===== src/design/barometer_pressure_compensation_top_macros.svh =====
// Assertion macros shared by the barometer pressure compensation RTL.
// No dependencies; included by the files that carry assertions.
`ifndef BAROMETER_PRESSURE_COMPENSATION_TOP_MACROS_SVH
`define BAROMETER_PRESSURE_COMPENSATION_TOP_MACROS_SVH

// check gated off while reset is high
`define BPC_ASSERT(name, clk, rst, prop) \
   name: assert property (@(posedge clk) disable iff (rst) prop) \
      else $error("bpc assertion failed");

// check that also holds through reset
`define BPC_ASSERT_ALWAYS(name, clk, prop) \
   name: assert property (@(posedge clk) prop) else $error("bpc assertion failed");

`endif


===== src/design/bpc_pkg.sv =====
// Package for the barometer pressure compensation block: widths, codes, types, helpers.
// No dependencies.
package bpc_pkg;

   localparam int DIV_W = 32;
   localparam int CSR_INDEX_W = 4;
   localparam int CSR_DATA_W = 32;

   localparam logic [1:0] STATUS_OK        = 2'd0;
   localparam logic [1:0] STATUS_TEMP_DIV0 = 2'd1;
   localparam logic [1:0] STATUS_PRES_DIV0 = 2'd2;

   localparam logic [CSR_INDEX_W-1:0] REG_AC1    = 4'd0;
   localparam logic [CSR_INDEX_W-1:0] REG_AC2    = 4'd1;
   localparam logic [CSR_INDEX_W-1:0] REG_AC3    = 4'd2;
   localparam logic [CSR_INDEX_W-1:0] REG_AC4    = 4'd3;
   localparam logic [CSR_INDEX_W-1:0] REG_AC5    = 4'd4;
   localparam logic [CSR_INDEX_W-1:0] REG_AC6    = 4'd5;
   localparam logic [CSR_INDEX_W-1:0] REG_B_PAIR = 4'd6;
   localparam logic [CSR_INDEX_W-1:0] REG_M_PAIR = 4'd7;

   localparam logic [31:0] B6_OFFSET   = 32'd4000;
   localparam logic [31:0] B7_SCALE    = 32'd50000;
   localparam logic [31:0] B4_BIAS     = 32'd32768;
   localparam logic [31:0] P_SQ_COEF   = 32'd3038;
   localparam logic [31:0] P_LIN_COEF  = 32'hFFFF_E343; // -7357
   localparam logic [31:0] P_OFFSET    = 32'd3791;

   localparam logic signed [31:0] TEMP_MAX = 32'sd32767;
   localparam logic signed [31:0] TEMP_MIN = -32'sd32768;
   localparam logic signed [31:0] PRES_MAX = 32'sd262143;

   typedef struct packed {
      logic [31:0] x1;
      logic [15:0] up;
      logic        tz;
      logic        neg;
   } div1_side_type;

   typedef struct packed {
      logic [15:0] temp;
      logic [1:0]  status;
      logic        dbl;
   } div2_side_type;

   // low 32 bits of a 32x32 product
   function automatic logic [31:0] mul_lo(input logic [31:0] a, input logic [31:0] b);
      logic [63:0] p;
      p = a * b;
      return p[31:0];
   endfunction

   function automatic logic [31:0] sx16(input logic [15:0] v);
      return {{16{v[15]}}, v};
   endfunction

endpackage


===== src/design/bpc_udiv.sv =====
// Pipelined unsigned 32/32 divider, one quotient bit per stage, with sideband.
// Depends on bpc_pkg.
module bpc_udiv #(
   parameter int SIDE_W = 1
) (
   input  logic                     clock,
   input  logic                     reset,
   input  logic                     advance,
   input  logic                     in_valid,
   input  logic [bpc_pkg::DIV_W-1:0] in_dividend,
   input  logic [bpc_pkg::DIV_W-1:0] in_divisor,
   input  logic [SIDE_W-1:0]        in_side,
   output logic                     out_valid,
   output logic [bpc_pkg::DIV_W-1:0] out_quotient,
   output logic [SIDE_W-1:0]        out_side
);

   localparam int W = bpc_pkg::DIV_W;

   logic [W-1:0]      rem_ff  [1:W];
   logic [W-1:0]      quo_ff  [1:W];
   logic [W-1:0]      dvs_ff  [1:W];
   logic [SIDE_W-1:0] side_ff [1:W];
   logic [W:1]        valid_ff;

   logic [W-1:0]      tap_rem  [0:W];
   logic [W-1:0]      tap_quo  [0:W];
   logic [W-1:0]      tap_dvs  [0:W];
   logic [SIDE_W-1:0] tap_side [0:W];
   logic [W:0]        tap_valid;

   assign tap_rem[0]   = '0;
   assign tap_quo[0]   = in_dividend;
   assign tap_dvs[0]   = in_divisor;
   assign tap_side[0]  = in_side;
   assign tap_valid[0] = in_valid;

   for (genvar k = 1; k <= W; k++) begin : g_stage
      logic [W:0]   trial;
      logic [W:0]   diff;
      logic [W-1:0] rem_in;
      logic [W-1:0] quo_in;

      assign tap_rem[k]   = rem_ff[k];
      assign tap_quo[k]   = quo_ff[k];
      assign tap_dvs[k]   = dvs_ff[k];
      assign tap_side[k]  = side_ff[k];
      assign tap_valid[k] = valid_ff[k];

      always_comb begin
         trial = {tap_rem[k-1], tap_quo[k-1][W-1]};
         diff  = trial - {1'b0, tap_dvs[k-1]};
         if (!diff[W]) begin
            rem_in = diff[W-1:0];
            quo_in = {tap_quo[k-1][W-2:0], 1'b1};
         end else begin
            rem_in = trial[W-1:0];
            quo_in = {tap_quo[k-1][W-2:0], 1'b0};
         end
      end

      always_ff @(posedge clock) begin
         if (reset) begin
            valid_ff[k] <= 1'b0;
         end else if (advance) begin
            valid_ff[k] <= tap_valid[k-1];
         end
         if (advance) begin
            rem_ff[k]  <= rem_in;
            quo_ff[k]  <= quo_in;
            dvs_ff[k]  <= tap_dvs[k-1];
            side_ff[k] <= tap_side[k-1];
         end
      end
   end

   assign out_valid    = tap_valid[W];
   assign out_quotient = tap_quo[W];
   assign out_side     = tap_side[W];

endmodule


===== config.mk =====
export PLATFORM = sky130hd
export DESIGN_NAME = bpc_udiv
export DESIGN_NICKNAME = d
export VERILOG_FILES = /design/src/design/barometer_pressure_compensation_top_macros.svh /design/src/design/bpc_pkg.sv /design/src/design/bpc_udiv.sv
export SDC_FILE = /design/constraint.sdc
export NUM_CORES = 2
export LEC_CHECK = 0
export BUFFER_PORTS_ARGS = -buffer_cell sky130_fd_sc_hd__buf_2
export CAP_MARGIN = 20
export CELL_PAD_IN_SITES_DETAIL_PLACEMENT = 1
export CELL_PAD_IN_SITES_GLOBAL_PLACEMENT = 2
export CORE_ASPECT_RATIO = 1.5
export CORE_UTILIZATION = 31
export CTS_CLUSTER_DIAMETER = 60
export DETAILED_ROUTE_END_ITERATION = 7
export PLACE_DENSITY = 0.58
export RECOVER_POWER = 100
export SLEW_MARGIN = 40
export SYNTH_ARGS = -nofsm -noshare
export SYNTH_HDL_FRONTEND = slang
export SYNTH_SLANG_ARGS = --single-unit
export TNS_END_PERCENT = 20

===== constraint.sdc =====
create_clock -name clock -period 5.1 [get_ports clock]
set_input_delay 0.51 -clock clock [delete_from_list [all_inputs] [get_ports clock]]
set_output_delay 0.51 -clock clock [all_outputs]
set_load 0.02 [all_outputs]

==> results.sh <==
export IMPL_status="complete, but fails checks"
export IMPL_violations="max-capacitance violations, max-slew violations"
export IMPL_finalSetupViolCount=0
export IMPL_layout_common_cells="edfxtp_1 (3040), inv_1 (1228), ha_1 (991)"
export IMPL_io_pins=103
export IMPL_cp_start_kind="register"
export IMPL_grt_max_degree=164
export IMPL_port_buffers=102
export IMPL_ys_ff_latch=3072
export IMPL_worst_pin_slew_ns=3.13
export IMPL_overflow=0
export IMPL_powerDensity_nw_per_um2=679
export IMPL_place_gp_congestion=0.869
export IMPL_drv_slew=1192
export IMPL_cp_cell_sequence="inv_1 -> ha_1 -> fa_1 -> nor2b_1 -> o21a_1 -> o211ai_1 -> a21oi_2 -> o21ai_0 -> buf_4 -> a2111oi_4 -> buf_4 -> o31ai_1 -> buf_4 -> a21oi_1 -> o221ai_1 -> xnor2_4 -> buf_12 -> mux2_2"
export IMPL_p_leak_uw=0.0697
export IMPL_fp_dieH_um=866
export IMPL_pre_cts_ws_ns=-0.138
export IMPL_place_area_um2=165000
export IMPL_worstHoldPathType="in2reg"
export IMPL_grt_pass1_vias=104250
export IMPL_yosysWarnings=0
export IMPL_rsz0062_at_grt="no"
export IMPL_grt_pass1_wl_mm=589
export IMPL_n_fill_cell=51905
export IMPL_required_ns=5.85
export IMPL_postRouteAntennaNets=0
export IMPL_num_rows=316
export IMPL_final_common_cell="edfxtp_1"
export IMPL_ys_types=93
export IMPL_min_period_ns=4.95
export IMPL_avgRoutedWirePerCell_um=19.8
export IMPL_drc=0
export IMPL_slowest_stage="a2111oi_4"
export IMPL_synth_edf_count=3040
export IMPL_cts_tree="yes"
export IMPL_crit_family="compound AO/OA/AOI/OAI gates"
export IMPL_synthFlopType="edfxtp_1"
export IMPL_core_um2=494000
export IMPL_hold_violations=0
export IMPL_path_class="reg2reg"
export IMPL_skew_ns=0.0855
export IMPL_ys_top_cells_by_area="edfxtp_1 (59%), ha_1 (8.1%), mux2_2 (5.9%), inv_1 (3.0%), xnor2_1 (2.9%)"
export IMPL_netlist_instances=11791
export IMPL_vias_per_cell=4.85
export IMPL_endpoint_kind="register"
export IMPL_firstDrtPassIters=5
export IMPL_nets=13446
export IMPL_ir_drop_mv=0.365
export IMPL_slew_headroom=-1.09
export IMPL_synth_top_cell_by_area="edfxtp_1"
export IMPL_cts_sinks=3072
export IMPL_antenna_found_initial=2
export IMPL_cts_setup_buffers=0
export IMPL_setup_slack_ns=0.146
export IMPL_final_area_um2=176000
export IMPL_cp_common_cell="buf_4"
export IMPL_arrival_ns=5.70
export IMPL_fmax_mhz=202
export IMPL_drive_above_1_share=0.130
export IMPL_clk_latency_ns=1.04
export IMPL_wl_mm=380
export IMPL_fin_crit_sh=0.971
export IMPL_syn2layout_area_growth_pct=14.4
export IMPL_finalPower_uw=120000
export IMPL_worstPathMaxFanout=31
export IMPL_dp_hpwl_mm=286
export IMPL_synth_seq_area_share=0.596
export IMPL_synth_top_cell_area_share=0.592
export IMPL_cts_buffers=360
export IMPL_cp_startpoint="quo_ff[0][255]"
export IMPL_dieArea_um2=500000
export IMPL_final_util=0.357
export IMPL_start_util=0.312
export IMPL_worstHoldStart="in_dividend[28]"
export IMPL_async_reset_ff_frac=0
export IMPL_syn_avg_cell_area_um2=13.1
export IMPL_htree_levels=5
export IMPL_grtUsageTotal=0.150
export IMPL_synthesis_area_um2=154000
export IMPL_r2r_start="quo_ff[0][255]"
export IMPL_drv_cap=16
export IMPL_root_buffer="clkbuf_16"
export IMPL_slowest_delay_ns=0.50
export IMPL_cts_buffer_depth=4
export IMPL_drt_iter0_markers=2985
export IMPL_fp_dieW_um=578
export IMPL_num_vias=93032
export IMPL_clkTransAtPathRegs_ns=0.06
export IMPL_critPathBufInv=5
-- layout make-up --
cell class | count | area (µm²) | area share
clock inverters | 232 | 2310 | 0.0131
repair buffers | 412 | 3070 | 0.0174
multi-input cells | 7280 | 56900 | 0.323
well taps | 6519 | 8160 | 0.0463
diodes | 2 | 5.00 | 0.0000284
clock buffers | 423 | 9350 | 0.0530
flip-flops and latches | 3072 | 91900 | 0.521
inverters | 1228 | 4610 | 0.0261
-- cell usage after synthesis (93+ instances only) --
library cell,instances
a31oi_1,111
clkbuf_1,131
xnor2_1,519
a21o_1,494
nand2b_1,145
a21oi_1,828
nor2_1,547
nor2b_1,123
o21ai_0,447
o21a_1,130
mux2_2,804
nand2_1,466
nand3_1,186
inv_1,1228
nand4_1,93
ha_1,993
xor2_1,298
mux2i_1,125
edfxtp_1,3040
-- routing by layer --
metal	GRT usage	wire, µm
met1	0.127	120000
met4	0.0734	20400
met3	0.0184	8860
met5	0	0
met2	0.327	230000
-- kinds of logic after synthesis --
family,after synthesis,share of synthesized area
multiplexers,932,0.0671
AND/OR/NAND/NOR,1853,0.0575
other,1,0.0000243
buffers and inverters,1453,0.0368
AO/OA/AOI/OAI,2623,0.110
adder cells (fa/ha/maj),1023,0.0845
flip-flops,3072,0.596
XOR/XNOR,834,0.0482
-- repair_timing --
action / 4_1_cts / 5_1_grt
hold buffers: 69 / 0
setup endpoints to repair: 65 / 65
gates resized for setup: 5 / 4
pin swaps: 0 / 0
hold endpoints to repair: 103 / 0
-- worst reg2reg max path: stages (launching register included) --
cell and delay (ns):
edfxtp_1 0.33, inv_1 0.07, ha_1 0.23, fa_1 0.42, nor2b_1 0.13, o21a_1 0.15
o211ai_1 0.17, a21oi_2 0.26, o21ai_0 0.29, buf_4 0.26, a2111oi_4 0.50, buf_4 0.21
o31ai_1 0.11, buf_4 0.17, a21oi_1 0.23, o221ai_1 0.28, xnor2_4 0.23, buf_12 0.23
mux2_2 0.43
-- flip-flops by register name, summed over array words and instances (netlist names) --
| register | count |
|---|---|
| dvs_ff | 992 |
| out_valid | 1 |
| quo_ff | 1024 |
| rem_ff | 992 |
| side_ff | 32 |
| tap_valid | 31 |
-- through the flow --
stage                     hold WS, ns  setup TNS (ns)  std cells
after floorplan                 0.400               0      11805
after global placement          0.400          -16.12      18438
after CTS                      0.0329               0      19163
after detailed placement        0.405           -3.78      18439
final                           0.182               0      19168
after global routing            0.114               0      19168
-- path summary, 6_finish.rpt --
kind | end | slack [ns] | cells after the start
setup / recovery | rem_ff[0][259] | 0.15 | 18
hold / removal | quo_ff[0][61] | 0.18 | 2
setup reg to reg | rem_ff[0][259] | 0.15 | 18
hold reg to reg | quo_ff[0][578] | 0.37 | 0
-- power breakdown --
part           switching, µW  total, µW  internal [µW]
registers               3700      40400          36700
logic                  28200      53600          25400
clock network          11000      25700          14700
total                  42900     120000          76800
Note: power is estimated with default switching activity, not from simulation.
